<file path="src/hw/rtl/chm_ram.sv">
// chm_ram: generic single port write, single port registered read memory
// no dependencies
`timescale 1ns / 1ps

module chm_ram #(
    parameter int WIDTH = 8,
    parameter int DEPTH = 16
) (
    input  logic                     i_clk,
    input  logic                     i_we,
    input  logic [$clog2(DEPTH)-1:0] i_waddr,
    input  logic [WIDTH-1:0]         i_wdata,
    input  logic [$clog2(DEPTH)-1:0] i_raddr,
    output logic [WIDTH-1:0]         o_rdata
);

    logic [WIDTH-1:0] r_mem [DEPTH];
    logic [WIDTH-1:0] r_rdata;

    always_ff @(posedge i_clk) begin
        if (i_we) begin
            r_mem[i_waddr] <= i_wdata;
        end
        r_rdata <= r_mem[i_raddr];
    end

    assign o_rdata = r_rdata;

endmodule

</file>
<file path="config.mk">
export PLATFORM = sky130hd
export DESIGN_NAME = chm_ram
export DESIGN_NICKNAME = d
export VERILOG_FILES = /design/src/hw/rtl/chm_ram.sv
export SDC_FILE = /design/constraint.sdc
export NUM_CORES = 1
export LEC_CHECK = 0
export BUFFER_PORTS_ARGS = -buffer_cell sky130_fd_sc_hd__buf_2
export CAP_MARGIN = 20
export CORE_AREA = 3 3 102 202
export DETAILED_ROUTE_END_ITERATION = 10
export DIE_AREA = 0 0 105 205
export GPL_ROUTABILITY_DRIVEN = 0
export GPL_TIMING_DRIVEN = 0
export PLACE_DENSITY_LB_ADDON = 0.05
export SYNTH_ARGS = -nofsm -noshare
export SYNTH_HDL_FRONTEND = slang
export SYNTH_SLANG_ARGS = --single-unit
</file>
<file path="constraint.sdc">
create_clock -name i_clk -period 1.9 [get_ports i_clk]
set_input_delay 0.285 -clock i_clk [delete_from_list [all_inputs] [get_ports i_clk]]
set_output_delay 0.285 -clock i_clk [all_outputs]
set_load 0.03 [all_outputs]
</file>
# After elaboration in Yosys (flattened, before gate mapping)
# Memories as Yosys holds them, arrays and structs flattened. A register that Yosys moved wholly into a read port is not among the register bits.
# Cells that the tools add are included.
# totals
regBits	0
ram_bits	128
n_memories	1
# mem_list
memory	depth	word_bits	read_ports	rd_clocked_by_memory_dff	write_ports	line_no	text
r_mem	16	8	1	1	1	17	logic [WIDTH-1:0] r_mem [DEPTH];
# op_classes
muxes	2
# op_table
operator	n
1-bit two-way mux	2

# Logic depth before layout (Yosys ltp)
# logic_depth
ltp_word	2
depth_mapped	5

# Worst setup path after synthesis
# No wires, ideal clock.
# synth_timing
path_kind	input -> register
start	input i_waddr[2]
end	memory r_mem[0][0] (enable)
setup_time_ns	0.383
arrival_ns	1.395
setup_slack_ns	0.122
path_stages	2
path_buffers	0
path_cell_list	or3b_2 nor3_1
# synth_lines
item	line_no	text
start, declared	11	input logic [$clog2(DEPTH)-1:0] i_waddr,
end, declared	17	
# Straight into the memory's write port.

# Worst setup path after layout
# layout_timing
start	input i_waddr[2]
end	memory r_mem[3][2] (enable)
# Straight into the memory's write port.

==> key figures <==
Outcome
  – Outcome: complete, no violations

Synth
  – Sequential area share after synthesis: between 70% and 80%
  – Share of the synthesized area in the top cell type: between 70% and 80%
  – Synth Area per Inst: ~22 sq um
  – Syn_nets: about 250
  – Post-synthesis cell area: between 5000 and 6000 sq um
  – Area contributors post-synth: edfxtp_1 (75%), mux4_2 (7.9%), mux4_1 (7.1%), dfxtp_1 (3.1%), a22oi_1 (2.3%)
  – Syn Inst Count: between 200 and 250
  – Netlist cell types: 19
  – Yosys reg bits: 136
  – Ys Warns: 0
  – Synth area leader: edfxtp_1

Global routing
  – Initial antenna violation count: 0
  – Largest net degree at the start of global routing: 17
  – First-pass GRT wire length: around 18,000 um
  – Remaining global-route overflow: 0
  – Vias in the first global route: ~2.7k
  – Total track usage: about an eighth

Worst setup path
  – Critical path type: in -> reg
  – Worst EP required: approximately 1.9 ns
  – Reg2reg setup slack: ~0.5 ns
  – Max stage delay on crit path: between 0.7 and 0.8 ns
  – Worst r2r path cells: 3
  – Worst r2r dst: o_rdata[2]$_DFF_P_
  – Slowest CP cell: nor2_1
  – Startpoint Class: primary input
  – Crit path capture: r_mem[3][2]$_DFFE_PP_
  – R2R Path Start: r_mem[1][2]$_DFFE_PP_
  – Critical-path cell list: buf_2 > or3b_2 > nor2_1
  – Crit end category: register
  – Worst Setup SP: i_waddr[2]
  – Crit-path max FO: 8
  – Worst Path Arrival: around 1.7 ns

Clocking
  – Hold buffer count at CTS: 0
  – Root Buffer: clkbuf_16
  – Post-CTS Resized: 0
  – H-tree depth: 4
  – Clock sink count: roughly 140
  – Clk_lat worst skew: ~0.41 ns
  – Clock Path Buffers: 2
  – CTS tree: done
  – Number of buffers created by CTS: 17
  – Clock-pin slew on the worst setup and hold paths: 0.06 ns
  – Post-CTS Setup Bufs: 0

STA
  – Final hold vios: 0
  – Final Setup Violations: 0
  – RSZ-0062 raised after global routing: no
  – Clock skew after layout: ~0.0055 ns
  – Hold Slack: about 0.25 ns
  – Fin crit period: around 1.7 ns
  – Setup TNS: 0 ns
  – Worst slew pin tran: 1.01 ns
  – F_max: ~600 MHz
  – Final Max Tran Viols: 0
  – Worst slew margin: 32.2%
  – Final period util: slightly below 90%

Floorplanning
  – Core area: 19,300 sq um
  – FP Rows: 72
  – Die area: 21,500 sq um
  – Starting Density: between 20% and 30%
  – Chip Height: between 200 and 250 um
  – Die Span X: between 100 and 150 um
  – IO Pins: 26

Routing
  – Routed Antenna Nets: 0
  – DRC viols: 0
  – Detailed Route WL: between 10,000 and 15,000 um
  – Vias: about 2.4k
  – DR pass1 iterations: 6
  – Drt wl/cell: between 20 and 25 um
  – First DRT Iteration DRCs: approximately 120
  – Avg Vias per Cell: 4.30

Final layout
  – Filler cells: between 1.5k and 2k
  – Layout cells sized above 1: 31.3%
  – Final #Nets: slightly below 300
  – Finished Layout Cells: 547
  – N_diodes: 0
  – Synth-to-layout area growth: 21.7%
  – Post-Route Utilization: around a third

Placed design
  – DP Wirelength: 8380 um
  – Placed Instances: just over 500
  – IO Port Bufs: 24

Pwr
  – Peak supply drop: around 0.50 mV
  – Overall power: roughly 7.2 mW
  – Leak: 2.07 nW
  – Pwr dens: 1150 nW/um^2
  – Sequential power share: between 40% and 50%
  – Pint: 5.71 mW
  – Clock share of power: between 40% and 50%
  – Switching Share: 20.5%
  – Combinational power share: around 5.0%
  – Sw power: between 1 and 1.5 mW

Hold path
  – Worst hold-check path type: in -> reg

Flow run
  – Max-cap violations: 0
## worst max-delay path, delay by kind of cell
family / cells / cell delay [ns]
and+or+nand+nor: 2 / 1.29
buffers and inverters: 1 / 0.11
## how the worst min path moves through the flow
stage,startpoint,endpoint,cells after the start
final,i_wdata[7],r_mem[3][7]$_DFFE_PP_,1
after global routing,i_wdata[7],r_mem[13][7]$_DFFE_PP_,1
after CTS,i_wdata[7],r_mem[3][7]$_DFFE_PP_,1
after detailed placement,r_mem[15][7]$_DFFE_PP_,o_rdata[7]$_DFF_P_,3
after global placement,r_mem[14][7]$_DFFE_PP_,o_rdata[7]$_DFF_P_,3
after floorplan,i_wdata[0],r_mem[0][0]$_DFFE_PP_,0
## through the flow
step,worst slack [ns],instance area [sq um]
6_report,0.229,6260
5_1_grt,0.142,6260
2_1_floorplan,0.122,5150
4_1_cts,0.148,6260
3_5_place_dp,-0.296,5640
3_3_place_gp,-0.891,5590
## layout by cell type, fill, tap and decap left out, types with 3 or more instances in the layout
| cell | n |
|---|---|
| nand2_1 | 9 |
| buf_2 | 27 |
| clkdlybuf4s25_2 | 3 |
| bufinv_16 | 4 |
| edfxtp_1 | 128 |
| nor2_1 | 13 |
| nor3_2 | 4 |
| mux4_1 | 14 |
| mux4_2 | 18 |
| buf_6 | 5 |
| clkinv_4 | 3 |
| dfxtp_1 | 8 |
| clkinv_2 | 4 |
| clkbuf_16 | 17 |
| a22oi_1 | 16 |
## synthesized netlist by cell type (all sizes together)
cell	n
edfxtp	128
mux4	32
a22oi	16
nor2	13
nand2	9
dfxtp	8
buf	7
nor3	4
clkdlybuf4s25	3
nand2b	2
nand3b	2
and2	1
and2b	1
nand3	1
nor2b	1
or3b	1
## cell type report
type                            count  area, sq um  share of cell area (%)
Multi-Input combinational cell     83         1080                    17.2
Tap cell                          259          324                    5.17
Clock buffer                       19          443                    7.07
Clock inverter                     13          178                    2.84
Buffer                             10         86.3                    1.38
Sequential cell                   136         4000                    63.9
Timing Repair Buffer               27          150                    2.40
## flip-flops by register name (all words and copies together) (netlist names)
| name | count |
|---|---|
| r_mem | 128 |
| o_rdata | 8 |
## power by group through the flow
stage	Sequential, mW	Combinational (mW)	Clock, mW
6_report	3.37	0.361	3.45
5_1_grt	3.38	0.398	3.66
3_5_place_dp	3.43	0.374	0
4_1_cts	3.37	0.375	3.55
3_3_place_gp	3.43	0.366	0
2_1_floorplan	3.47	0.170	0
## kinds of logic (layout without fill, tap and decap cells)
group | Yosys count | after routing | share of synthesized area, %
compound gates | 16 | 16 | 2.33
buf+inv | 10 | 69 | 1.68
flops | 136 | 136 | 77.8
mux | 32 | 32 | 15.0
simple gates | 35 | 35 | 3.18
## per-layer routing
metal  vias up  track usage, %  part of all wire (%)
met5         -               0                     0
met4         0            5.07                   1.5
met3         8            2.81                   1.8
met2        28            23.5                    60
met1      1254            11.8                    36
li1       1064               -                     -
(Power assumes the default switching activity.)
