`src/hw/rtl/chm_pkg.sv`:
```
// chm_pkg: shared types and constants of the chained hash map unit
// no dependencies
`timescale 1ns / 1ps

package chm_pkg;

    localparam int KEY_W  = 64;
    localparam int VAL_W  = 64;
    localparam int CFG_W  = 9;
    localparam int DIV_W  = 9;

    typedef enum logic [1:0] {
        OP_GET    = 2'd0,
        OP_PUT    = 2'd1,
        OP_TRYPUT = 2'd2,
        OP_REMOVE = 2'd3
    } t_op;

    typedef enum logic [3:0] {
        ST_CLEAR,
        ST_IDLE,
        ST_HASH,
        ST_HEAD_RD,
        ST_HEAD_WT,
        ST_NODE_RD,
        ST_NODE_WT,
        ST_DECIDE,
        ST_FREE_RD,
        ST_FREE_WT,
        ST_LINK,
        ST_OUT
    } t_state;

endpackage

```
`src/hw/rtl/chm_mod.sv`:
```
// chm_mod: bit serial remainder of a 64-bit key by the bucket count
// depends on chm_pkg
`timescale 1ns / 1ps

module chm_mod (
    input  logic                      i_clk,
    input  logic                      i_rst_n,
    input  logic                      i_start,
    input  logic [chm_pkg::KEY_W-1:0] i_key,
    input  logic [chm_pkg::DIV_W-1:0] i_div,
    output logic                      o_done,
    output logic [chm_pkg::DIV_W-1:0] o_rem
);

    logic [chm_pkg::KEY_W-1:0] r_key, n_key;
    logic [chm_pkg::DIV_W:0]   r_rem, n_rem;
    logic [6:0]                r_cnt, n_cnt;
    logic                      r_busy, n_busy;
    logic [chm_pkg::DIV_W:0]   w_sh;

    always_comb begin
        n_key  = r_key;
        n_rem  = r_rem;
        n_cnt  = r_cnt;
        n_busy = r_busy;
        w_sh   = {r_rem[chm_pkg::DIV_W-1:0], r_key[chm_pkg::KEY_W-1]};
        if (i_start) begin
            n_key  = i_key;
            n_rem  = '0;
            n_cnt  = 7'd0;
            n_busy = 1'b1;
        end else if (r_busy) begin
            n_key = {r_key[chm_pkg::KEY_W-2:0], 1'b0};
            n_rem = (w_sh >= {1'b0, i_div}) ? w_sh - {1'b0, i_div} : w_sh;
            n_cnt = r_cnt + 7'd1;
            if (r_cnt == 7'(chm_pkg::KEY_W - 1)) begin
                n_busy = 1'b0;
            end
        end
    end

    always_ff @(posedge i_clk) begin
        if (!i_rst_n) begin
            r_busy <= 1'b0;
            r_cnt  <= '0;
        end else begin
            r_busy <= n_busy;
            r_cnt  <= n_cnt;
        end
        r_key <= n_key;
        r_rem <= n_rem;
    end

    assign o_done = r_busy && (r_cnt == 7'(chm_pkg::KEY_W - 1));
    assign o_rem  = n_rem[chm_pkg::DIV_W-1:0];

endmodule

```
`config.mk`:
```
export PLATFORM = sky130hd
export DESIGN_NAME = chm_mod
export DESIGN_NICKNAME = d
export VERILOG_FILES = /design/src/hw/rtl/chm_pkg.sv /design/src/hw/rtl/chm_mod.sv
export SDC_FILE = /design/constraint.sdc
export NUM_CORES = 1
export LEC_CHECK = 0
export CAP_MARGIN = 25
export CORE_MARGIN = 3
export CORE_UTILIZATION = 35
export CTS_BUF_LIST = sky130_fd_sc_hd__clkbuf_8
export CTS_CLUSTER_DIAMETER = 60
export DETAILED_ROUTE_END_ITERATION = 6
export DONT_BUFFER_PORTS = 1
export SKIP_CTS_REPAIR_TIMING = 1
export SLEW_MARGIN = 40
export SYNTH_ARGS = -nofsm -noshare
export SYNTH_HDL_FRONTEND = slang
export SYNTH_SLANG_ARGS = --single-unit
```
`constraint.sdc`:
```
create_clock -name i_clk -period 7.2 [get_ports i_clk]
set_input_delay 0 -clock i_clk [delete_from_list [all_inputs] [get_ports i_clk]]
set_output_delay 0 -clock i_clk [all_outputs]
set_load 0.02 [all_outputs]
```
# After elaboration in Yosys (flattened, before gate mapping)
# Cells that the tools add are included.
word_totals:
  register_bits: 81
  in_bits: 76
  output_inout_bits: 10
  word_cells: 20
classes:
  add_sub_neg: 2
  n_lt_le_gt_ge: 1
  n_eq_ne: 1
  mux: 8
  n_bitwise: 1
  reduce_logical: 3
op_table:
  columns: ["operator", "count"]
  rows:
  - ["$mux 64", 2]
  - ["$mux 9", 3]
  - ["$ge 10x9->1", 1]
  - ["$sub 9x9->9", 1]
  - ["$add 7x1->7 const B", 1]
  - ["$eq 7x6->1 const B", 1]
  - ["$mux 1", 3]
  - ["$reduce_bool 2->1", 1]
  - ["$reduce_or 2->1", 1]
  - ["$logic_and 1x1->1", 1]
  - ["$not 1->1", 1]

# Logic depth before layout (Yosys ltp)
# Gate-level depths: netlist (run 1).
logic_depth:
  depth_word: 4
  depth_mapped: 10
  mapped_depth_nobuf: 9

# Worst setup path after synthesis (run 1)
# No wires, ideal clock.
synth_path:
  kind: "flip-flop to flip-flop"
  from: "reg r_key[63] in the netlist's numbering"
  to: "reg r_rem[7] in the netlist's numbering"
  setup_time_ns: 0.189
  t_arrival_ns: 2.646
  required_ns: 7.011
  setup_slack_ns: 4.365
  stages_incl_launch_ff: 11
  path_buffers: 1
  period_less_slack_ns: 2.835
  path_cell_list: "edfxtp_1 > inv_1 > ha_1 > inv_1 > fa_1 > a211oi_4 > o31ai_4 > a211oi_4 > buf_6 > nand2_1 > a311oi_1"
synth_via:
  elab_chain_len: 4
  word_cells_on_any_way: 5
  classes_between: "1 x add/sub; 1 x order compare; 3 x mux"
synth_rtl:
  columns: ["element", "line_no", "source"]
  rows:
  - ["start: declaration", "chm_mod.sv:15", "logic [chm_pkg::KEY_W-1:0] r_key, n_key;"]
  - ["start signal: assignment", "chm_mod.sv:50", "r_key <= n_key;"]
  - ["$sub 9x9->9 or $ge 10x9->1 (tied branches)", "chm_mod.sv:34", "n_rem = (w_sh >= {1'b0, i_div}) ? w_sh - {1'b0, i_div} : w_sh;"]
  - ["$mux 9 *", "chm_mod.sv:34", null]
  - ["$mux 9 *", "chm_mod.sv:32", "end else if (r_busy) begin"]
  - ["$mux 9 *", "chm_mod.sv:27", "if (i_start) begin"]
  - ["via o_rem, one bit", "chm_mod.sv:12", "output logic [chm_pkg::DIV_W-1:0] o_rem"]
  - ["end signal: assignment", "chm_mod.sv:51", "r_rem <= n_rem;"]
  - ["end: declaration", "chm_mod.sv:16", "logic [chm_pkg::DIV_W:0] r_rem, n_rem;"]
# The timed path passes the listed nets; every way through them passes the cells marked *.
# A chain may end at the register's enable or synchronous reset.

# Worst setup path in the final report (run 1)
layout_path:
  from: "reg r_key[63] in the netlist's numbering"
  to: "out o_rem[1] in the netlist's numbering"
layout_via:
  elab_chain_len: 4
  word_cells_on_any_way: 5
  classes_between: "1 x add/sub; 1 x order compare; 3 x mux"
layout_rtl:
  columns: ["element", "line_no"]
  rows:
  - ["$sub 9x9->9 or $ge 10x9->1 (tied branches)", "chm_mod.sv:34"]
  - ["$mux 9 *", "chm_mod.sv:34"]
  - ["$mux 9 *", "chm_mod.sv:32"]
  - ["$mux 9 *", "chm_mod.sv:27"]
  - ["end: declaration", "chm_mod.sv:12"]
# Mark *: on every way between the ends. The rest lies on a longest branch, timed or not.

==> flow_summary.json, run 1 <==
{
  "status": "finished with violations",
  "violations": "hold timing",
  "wl_met2_um": 3700,
  "hpwl_um": 4790,
  "skew_ns": 0.0139,
  "worstReg2RegEnd": "r_rem[1]",
  "rsz0062_at_grt": "false",
  "synth_common_cells": "64 x edfxtp_1, 64 x mux2_2, 19 x nor2_1, 17 x dfxtp_1, 12 x inv_1",
  "grt_pass1_vias": 2260,
  "synthFlopType": "edfxtp_1",
  "max-slew-margin-rel": 0.431,
  "num_rows": 38,
  "grt_overflow": 0,
  "endpoint": "o_rem[1]",
  "synthMuxAreaShare": 0.198,
  "peakVddDrop_mv": 0.137,
  "nFillCells": 1002,
  "rrSetupSlack_ns": 3.91,
  "min_period_ns": 3.47,
  "p_leak_nw": 1.81,
  "synth_compound_area_frac": 0.0715,
  "yosys.area_share.xor_xnor": 0.0200,
  "grt_antenna_before_repair": 0,
  "via_per_inst": 5.03,
  "slew_viol_final": 0,
  "ant_nets": 0,
  "grt_pass1_wl_um": 11700,
  "root_buffer": "clkbuf_8",
  "cts_tree": "yes",
  "synthCells": 282,
  "drive_above_1_share": 0.256,
  "cts_made_buffers": 9,
  "syn_nets": 369,
  "grt_max_degree": 78,
  "grtUsageTotal": 0.120,
  "die_h_um": 112,
  "crit_arrival_ns": 3.47,
  "synth_adder_area_share": 0.0369,
  "die_w_um": 112,
  "area_delta_synth_final_pct": 25.2,
  "clkTransAtPathRegs_ns": 0.08,
  "worstSetupPathType": "flip-flop to output pin",
  "fin_ws_ns": 3.73,
  "drc_errors": 0,
  "ys_top_cells_by_area": "edfxtp_1 49%, mux2_2 18%, dfxtp_1 8.6%",
  "synth_top_area_frac": 0.488,
  "insertion_delay_ns": 0.36,
  "syn-cell-area_um2": 3940,
  "max_cap_viol_count": 0,
  "synth.avg_cell_area_um2": 14.0,
  "place.gp.congestion": 0.789,
  "routed-wl-met3_um": 489,
  "critPathLaunch": "r_key[63]",
  "first_pass_iters": 4,
  "min_period_over_period": 0.481,
  "synth_edf_count": 64,
  "core-area_um2": 10900,
  "fin_hold_ws_ns": -0.00251,
  "ys_types": 46,
  "wl_per_cell_um": 15.8,
  "fmax_mhz": 289,
  "cts.sinks": 81,
  "place_ws_ns": 3.90,
  "crit_required_ns": 7.20,
  "hp-class": "input port to flip-flop",
  "ys_seq_elements": 81,
  "synthSimpleGateAreaFrac": 0.0693,
  "ios": 86,
  "setup_tns_ns": 0,
  "drt-met1-wl_um": 3390,
  "highest_layer": "met4",
  "vias": 2473,
  "h-tree-depth": 3,
  "ys_seq_area_frac": 0.575,
  "antenna_cells": 0,
  "yosys_warnings": 0,
  "cts_buffer_depth": 2,
  "setup_viol_count_final": 0,
  "endpoint_kind": "output pin",
  "tightest_slew_ns": 0.848,
  "fin_util": 0.451,
  "power_density_nw_per_um2": 212,
  "ys_async_sr_fraction": 0,
  "critPathLaunchType": "flip-flop",
  "total_power_mw": 1.05,
  "initial_core_util": 0.360,
  "port_buffers": 0,
  "worstHoldPathCells": 2,
  "wl_um": 7790,
  "synth_top_area_cell": "edfxtp_1",
  "r2r_cells": 9,
  "regToRegStartpoint": "r_key[63]",
  "die_area_um2": 12600,
  "cp_max_fo": 14,
  "drt-initial-drc-count": 141,
  "synth_top_family_by_area": "multiplexers",
  "hold_violations": 1,
  "nNetsFinal": 435
}
cell usage in the layout, fill, tap and decap left out, types with 2 or more instances in the layout:
cell           instances
clkbuf_8               9
mux2_2                64
a211oi_4               2
clkinv_1               2
xor2_1                 7
ha_1                  10
dlygate4sd3_1         66
nand3b_1               2
a21o_1                 2
o211ai_1               2
a211oi_1               4
edfxtp_1              64
a21oi_1                6
dfxtp_1               17
a311oi_2               3
a311oi_1               2
xnor2_1                2
inv_1                 13
nand3_1                4
mux2i_1                6
buf_4                  2
nand4_1                2
nand2_1               11
nor2_1                19
nand2b_1               3
nand4b_1               2
critical path, stage by stage, from the launching register on:
cell and delay (ns):
edfxtp_1 0.39, inv_1 0.07, ha_1 0.17, inv_1 0.06
fa_1 0.43, a211oi_4 0.30, o31ai_4 0.13, a211oi_4 0.65
mux2i_1 0.16, a211oi_1 0.75
cell type report:
class                   count  area (um2)  share of cell area
flip-flops and latches     81        2260               0.459
multi-input cells         175        1580               0.321
repair buffers             69         703               0.143
well taps                 140         175              0.0355
clock buffers               9         124              0.0251
inverters                  12        45.0             0.00914
clock inverters             6        36.3             0.00736
stage by stage:
stage	hold WS, ns	area (um2)	cells
after floorplan	0.117	3940	282
after global placement	0.108	4060	410
after detailed placement	0.0697	4060	410
after CTS	-0.271	4220	425
after global routing	0.0173	4930	492
final	-0.00251	4930	492
sequential cells by signal, indices dropped and copies added, names as in the netlist:
signal  count
r_busy      1
r_key      64
r_cnt       7
r_rem       9
cell families (layout without fill, tap and decap cells):
| family | count (synthesis) | count (layout) |
|---|---|---|
| AO/OA/AOI/OAI | 32 | 32 |
| XOR/XNOR | 9 | 9 |
| multiplexers | 70 | 70 |
| buffers and inverters | 26 | 96 |
| AND/OR/NAND/NOR | 53 | 53 |
| flip-flops | 81 | 81 |
| adder cells (fa/ha/maj) | 11 | 11 |
power breakdown:
part / internal (mW) / total [mW] / leakage, nW / switching (mW)
sequential: 0.558 / 0.574 / 0.783 / 0.0154
combinational: 0.0955 / 0.184 / 0.949 / 0.0887
clock: 0.122 / 0.288 / 0.0820 / 0.166
worst min-delay path by stage:
stage / startpoint / end / slack, ns
after detailed placement: i_start / o_rem[0] / 0.07
after CTS: i_rst_n / r_busy / -0.27
after global routing: i_start / r_cnt[1] / 0.02
final: i_start / r_cnt[2] / -0.003
after floorplan: i_rst_n / r_busy / 0.12
after global placement: i_start / o_rem[8] / 0.11
layer usage:
metal,up-vias,global-route usage
met3,17,0.0739
met4,0,0.0505
li1,1184,-
met5,-,0
met2,70,0.173
met1,1202,0.143
Power figures use the tool's default switching activity.
==> run 2: changes to the inputs <==
ABC_AREA = 1   (was not set)
clock period = 3 ns   (was 7.2 ns; I/O delays follow)
==> run 2 against run 1 <==
Net effect:
- the run now fails in 5_1_grt
- synthesized cell count increased by 76%
- synthesized area increased by 3.1%
==> flow_summary.json, run 2 <==
{
  "cts.sinks": 81,
  "syn_nets": 582,
  "synthFlopType": "edfxtp_1",
  "synth_adder_area_share": 0.0358,
  "syn-cell-area_um2": 4060,
  "port_buffers": 0,
  "cts_made_buffers": 9,
  "h-tree-depth": 3,
  "ys_types": 25,
  "initial_core_util": 0.366,
  "synthSimpleGateAreaFrac": 0.307,
  "synth_edf_count": 64,
  "haltStage": "5_1_grt",
  "grt_max_degree": 70,
  "synthCells": 495,
  "status": "aborted with a tool error",
  "root_buffer": "clkbuf_8",
  "synth_top_area_frac": 0.474,
  "synthMuxAreaShare": 0,
  "ys_top_cells_by_area": "edfxtp_1 47%, nand2_1 24%, dfxtp_1 8.4%",
  "place_ws_ns": 0.667,
  "synth_top_family_by_area": "simple AND/OR/NAND/NOR gates",
  "place.gp.congestion": 0.865,
  "synth_top_area_cell": "edfxtp_1",
  "ys_seq_elements": 81,
  "synthMostInstantiatedCell": "nand2_1",
  "die_h_um": 114,
  "synth.avg_cell_area_um2": 8.19,
  "die_w_um": 114,
  "ios": 86,
  "synth_common_cells": "257 x nand2_1, 64 x edfxtp_1, 50 x inv_1, 21 x nor2_1, 17 x dfxtp_1",
  "cts_buffer_depth": 2,
  "firstError": "[ERROR RSZ-0060] Max buffer count reached.",
  "num_rows": 38,
  "yosys_warnings": 0,
  "ys_async_sr_fraction": 0,
  "ys_seq_area_frac": 0.558,
  "synth_compound_area_frac": 0.0259,
  "hpwl_um": 5720,
  "yosys.area_share.xor_xnor": 0.00648
}
[run 2: kinds of logic after synthesis]
| family | after synthesis |
|---|---|
| adders and majority gates | 11 |
| buffers and inverters | 67 |
| DFF | 81 |
| xor gates and xnor gates | 3 |
| and+or+nand+nor | 313 |
| AOI/OAI and AO/OA | 20 |
[run 2: stage by stage]
step                      std cells  instance area (um2)   util
after floorplan                 495                 4060      -
after global placement          620                 4180  0.377
after detailed placement        620                 4180  0.377
after CTS                       636                 4400  0.397
==> run 3: changes to the inputs <==
CORE_UTILIZATION = 20   (was 35)
CTS_BUF_LIST = not set   (was sky130_fd_sc_hd__clkbuf_8)
CTS_CLUSTER_DIAMETER = not set   (was 60)
PLACE_DENSITY_LB_ADDON = 0.15   (was not set)
clock period = 3.9 ns   (was 3 ns; I/O delays follow)
==> run 3 against run 2 <==
Net effect:
- the flow now finishes without violations
- synthesized area stayed put
- synthesized cell count stayed put
==> flow_summary.json, run 3 <==
{
  "drc_errors": 0,
  "max-slew-margin-rel": 0.466,
  "p_leak_nw": 2.58,
  "via_per_inst": 3.98,
  "regToRegStartpoint": "r_busy",
  "port_buffers": 0,
  "syn-cell-area_um2": 4060,
  "skew_ns": 0.00731,
  "yosys_warnings": 0,
  "ys_top_cells_by_area": "edfxtp_1 47%, nand2_1 24%, dfxtp_1 8.4%",
  "worstReg2RegEnd": "r_busy",
  "grt_overflow": 0,
  "fmax_mhz": 403,
  "hp-start": "i_start",
  "worstSetupPathType": "flip-flop to output pin",
  "synth_edf_count": 64,
  "cts.sinks": 81,
  "core-area_um2": 19700,
  "synthFlopType": "edfxtp_1",
  "setup_tns_ns": 0,
  "synth_top_area_cell": "edfxtp_1",
  "vias": 3554,
  "setup_viol_count_final": 0,
  "synth.avg_cell_area_um2": 8.19,
  "die_area_um2": 22000,
  "peakVddDrop_mv": 0.168,
  "min_period_over_period": 0.636,
  "crit_required_ns": 3.90,
  "synth_top_area_frac": 0.474,
  "ys_types": 25,
  "clkTransAtPathRegs_ns": 0.07,
  "wl_um": 10600,
  "syn_nets": 582,
  "hp-class": "input port to flip-flop",
  "rsz0062_at_grt": "false",
  "endpoint_kind": "output pin",
  "initial_core_util": 0.206,
  "cts_made_buffers": 9,
  "crit_slowest_cell": "fa_1",
  "crit_arrival_ns": 2.48,
  "die_w_um": 148,
  "ys_async_sr_fraction": 0,
  "cts_buffer_depth": 2,
  "nFillCells": 2097,
  "nNetsFinal": 710,
  "multi_input_area_um2": 1520,
  "crit_chain": "inv_1 -> ha_1 -> inv_1 -> fa_1 -> nand3_1 -> nand4_2 -> nand2_1 -> nand2_1 -> a21oi_1",
  "wl_per_cell_um": 11.9,
  "min_period_ns": 2.48,
  "r2r_cells": 6,
  "ios": 86,
  "final_cell_mix": "257 x nand2_1, 131 x dlygate4sd3_1, 64 x edfxtp_1, 48 x inv_1, 21 x nor2_1",
  "ys_seq_area_frac": 0.558,
  "largest_reg_flops": 64,
  "regMostFlops": "r_key",
  "synthCells": 495,
  "max_cap_viol_count": 0,
  "hold_violations": 0,
  "placed_cells": 746,
  "status": "finished, final reports clean",
  "cts_tree": "yes",
  "grt_antenna_before_repair": 0,
  "ys_seq_elements": 81,
  "grt_pass1_wl_um": 15900,
  "tightest_slew_ns": 0.792,
  "reg.largest.list": "r_key (64), r_rem (9), r_cnt (7)",
  "root_buffer": "clkbuf_16",
  "drive_above_1_share": 0.0446,
  "ant_nets": 0,
  "min_to": "r_rem[6]",
  "grtUsageTotal": 0.0926,
  "drt-initial-drc-count": 128,
  "rrSetupSlack_ns": 1.46,
  "cp_max_fo": 11,
  "grt_max_degree": 70,
  "die_h_um": 148,
  "hpwl_um": 6830,
  "area_delta_synth_final_pct": 47.0,
  "slowest_delay_ns": 0.44,
  "synthMostInstantiatedCell": "nand2_1",
  "layoutNonFillerInstCount": 893,
  "place.gp.congestion": 0.809,
  "worstHoldPathCells": 3,
  "ff_latch_area_um2": 2260,
  "slew_viol_final": 0,
  "final_common_cell": "nand2_1",
  "first_pass_iters": 4,
  "insertion_delay_ns": 0.34,
  "num_rows": 51,
  "antenna_cells": 0,
  "h-tree-depth": 3,
  "power_density_nw_per_um2": 394,
  "critPathLaunchType": "flip-flop",
  "synth_common_cells": "257 x nand2_1, 64 x edfxtp_1, 50 x inv_1, 21 x nor2_1, 17 x dfxtp_1",
  "grt_pass1_vias": 3113
}
==> run 3: cell counts after synthesis <==
No cell type changed its count.
==> run 3: worst max path at each step <==
stage	from	to	slack, ns	cells after the start
2_1_floorplan	r_busy	r_rem[0]	1.18	3
4_1_cts	r_key[63]	o_rem[5]	1.35	9
5_1_grt	r_busy	r_busy	1.17	6
6_report	r_key[63]	o_rem[5]	1.42	9
3_3_place_gp	r_key[63]	r_rem[5]	1.62	9
3_5_place_dp	r_key[63]	r_rem[5]	1.57	9
==> run 3: cell type report <==
cell class,count,share of cell area
timing repair buffer,134,0.224
tap,265,0.0556
multi-input combinational,347,0.255
inverter,50,0.0315
clock buffer,9,0.0378
sequential,81,0.379
clock inverter,7,0.0168
==> run 3: cells by family (layout without fill, tap and decap cells) <==
logic type | Yosys count | in the layout | share of synthesized area
simple gates | 313 | 313 | 0.307
flops | 81 | 81 | 0.558
buf+inv | 67 | 200 | 0.0669
compound gates | 20 | 20 | 0.0259
fa+ha+maj | 11 | 11 | 0.0358
xor+xnor | 3 | 3 | 0.00648
==> run 3: metal layers <==
| layer | vias to the layer above | track usage | share of wire |
|---|---|---|---|
| met5 | - | 0 | 0 |
| met3 | 17 | 0.0360 | 0.056 |
| li1 | 1817 | - | - |
| met2 | 93 | 0.142 | 0.45 |
| met4 | 0 | 0.0360 | 0.020 |
| met1 | 1627 | 0.118 | 0.47 |
==> run 3: critical path: cells and delay by family (launching register included) <==
family / cells / cell delay, ns
buf+inv: 2 / 0.15
simple gates: 4 / 0.65
fa+ha+maj: 2 / 0.57
compound gates: 1 / 0.42
flops: 1 / 0.36
==> run 3: metrics by stage <==
stage               total power, mW  hold WS [ns]  instance area (um2)  setup WS [ns]   util
detailed placement             1.32         0.177                 4330           1.57  0.219
global placement               1.32         0.165                 4330           1.62  0.219
finish                         2.35        0.0418                 5960           1.42  0.302
floorplan                      1.27         0.164                 4060           1.18      -
CTS                            2.30        -0.198                 4650           1.35  0.236
global route                   2.48        0.0513                 5960           1.17  0.302
==> run 3: where the power goes <==
part	switching (mW)	internal, mW	leakage (nW)	total, mW
clock network	0.377	0.568	0.156	0.946
logic	0.186	0.164	1.63	0.350
registers	0.0278	1.03	0.796	1.05
==> run 4: changes to the inputs <==
clock period = 2.2 ns   (was 3.9 ns; I/O delays follow)
==> run 4 against run 3 <==
Net effect:
- the run now ends with setup timing left
- final cell count up 1.3%
- worst hold slack worse by 0.030 ns
- clock-buffer cell count unchanged
- flip-flop and latch count unchanged
- combinational power up 110%
- critical path type unchanged
- core utilization up 1.3 points
- final area up 4.3%
- global-route usage up 0.23 points
- sequential share of layout area down 1.6 points
==> flow_summary.json, run 4 (synthesis gave the netlist of run 3 again) <==
{
  "status": "finished with violations",
  "violations": "setup timing",
  "wl_met2_um": 5250,
  "fin_ws_ns": -0.0682,
  "nFillCells": 2075,
  "drive_above_1_share": 0.117,
  "endpoint_kind": "output pin",
  "grt_antenna_before_repair": 0,
  "highest_layer": "met4",
  "routed-wl-met3_um": 593,
  "port_buffers": 0,
  "power_density_nw_per_um2": 659,
  "p_comb_frac": 0.177,
  "grt_pass1_vias": 3189,
  "nNetsFinal": 722,
  "crit_arrival_ns": 2.27,
  "grtUsageTotal": 0.0949,
  "vias": 3642,
  "critPathLaunchType": "flip-flop",
  "drt-met1-wl_um": 5240,
  "largest_reg_flops": 64,
  "cts_made_buffers": 9,
  "setup_viol_count_final": 7,
  "layoutNonFillerInstCount": 905,
  "die_w_um": 148,
  "grt_overflow": 0,
  "switchingPower_mw": 1.14,
  "p_leak_nw": 2.67,
  "hpwl_um": 6690,
  "max-slew-margin-rel": 0.551,
  "min_period_ns": 2.27,
  "setup_tns_ns": -0.379,
  "p_clk_frac": 0.369,
  "first_pass_iters": 5,
  "ant_nets": 0,
  "internal-power_mw": 2.95,
  "worstSetupPathType": "flip-flop to output pin",
  "drc_errors": 0,
  "final_cell_mix": "246 x nand2_1, 131 x dlygate4sd3_1, 64 x edfxtp_1, 44 x inv_1, 20 x nor2_1",
  "slew_viol_final": 0,
  "antenna_cells": 0,
  "regMostFlops": "r_key",
  "num_rows": 51,
  "crit_required_ns": 2.20,
  "final_common_cell": "nand2_1",
  "fin_util": 0.315,
  "cts.sinks": 81,
  "cts_tree": "yes",
  "pwr-share-seq": 0.455,
  "drt-initial-drc-count": 132,
  "ios": 86,
  "hold_violations": 0,
  "cts_buffer_depth": 2,
  "min_period_over_period": 1.03,
  "grt_max_degree": 70,
  "grt_pass1_wl_um": 16300,
  "root_buffer": "clkbuf_16",
  "ff_latch_area_um2": 2260,
  "clkTransAtPathRegs_ns": 0.07,
  "hp-start": "i_div[0]",
  "fmax_mhz": 441,
  "swShare": 0.280,
  "wl_per_cell_um": 12.4,
  "peakVddDrop_mv": 0.299,
  "max_cap_viol_count": 0,
  "wl_um": 11200,
  "cp_max_fo": 7,
  "multi_input_area_um2": 1680,
  "die_area_um2": 22000,
  "tightest_slew_ns": 0.671,
  "hp-class": "input port to flip-flop",
  "core-area_um2": 19700,
  "critPathLaunch": "r_key[63]",
  "initial_core_util": 0.206,
  "skew_ns": 0.00659,
  "h-tree-depth": 3,
  "regToRegStartpoint": "r_busy",
  "die_h_um": 148,
  "fin_hold_ws_ns": 0.0121,
  "placed_cells": 755,
  "insertion_delay_ns": 0.34,
  "area_delta_synth_final_pct": 53.3,
  "place.gp.congestion": 0.772,
  "via_per_inst": 4.02,
  "rsz0062_at_grt": "true",
  "reg.largest.list": "r_key (64), r_rem (9), r_cnt (7)"
}
-- run 4: area by class of cell --
| class | count | share of cell area |
|---|---|---|
| sequential | 81 | 0.364 |
| multi-input combinational | 348 | 0.271 |
| timing repair buffer | 145 | 0.235 |
| tap | 265 | 0.0533 |
| clock buffer | 9 | 0.0362 |
| inverter | 50 | 0.0312 |
| clock inverter | 7 | 0.00946 |
-- run 4: power groups by stage --
stage | registers [mW] | clock network, mW | logic [mW]
after global routing | 1.88 | 1.67 | 0.815
after floorplan | 1.89 | 0 | 0.369
after global placement | 1.89 | 0 | 0.473
final | 1.86 | 1.51 | 0.723
after detailed placement | 1.89 | 0 | 0.474
after CTS | 1.86 | 1.61 | 0.476
-- run 4: routing by layer --
layer,track usage,vias up
li1,-,1848
met1,0.118,1697
met2,0.149,89
met3,0.0411,8
met4,0.0314,0
met5,0,-
-- run 4: through the flow --
stage	power, mW	area (um2)	setup slack, ns
finish	4.10	6220	-0.0682
global route	4.36	6220	-0.177
CTS	3.94	4710	-0.286
detailed placement	2.37	4420	0.101
global placement	2.37	4420	0.186
floorplan	2.25	4060	-0.0957
-- run 4: worst paths after layout --
| check | endpoint | slack [ns] | cells past startpoint |
|---|---|---|---|
| max reg2reg | r_busy | 0.21 | 6 |
| max | o_rem[8] | -0.07 | 13 |
| min reg2reg | r_cnt[6] | 0.48 | 2 |
| min | r_rem[0] | 0.01 | 4 |
-- run 4: worst max-delay path, stage by stage, from the launching register on --
cell,delay (ns)
edfxtp_1,0.37
inv_2,0.09
ha_4,0.14
inv_4,0.04
fa_2,0.43
inv_2,0.07
nor3_2,0.04
nor2_1,0.12
nand2_1,0.11
nand2_4,0.16
nand2_2,0.07
nand3_2,0.08
o21ai_2,0.07
buf_6,0.13
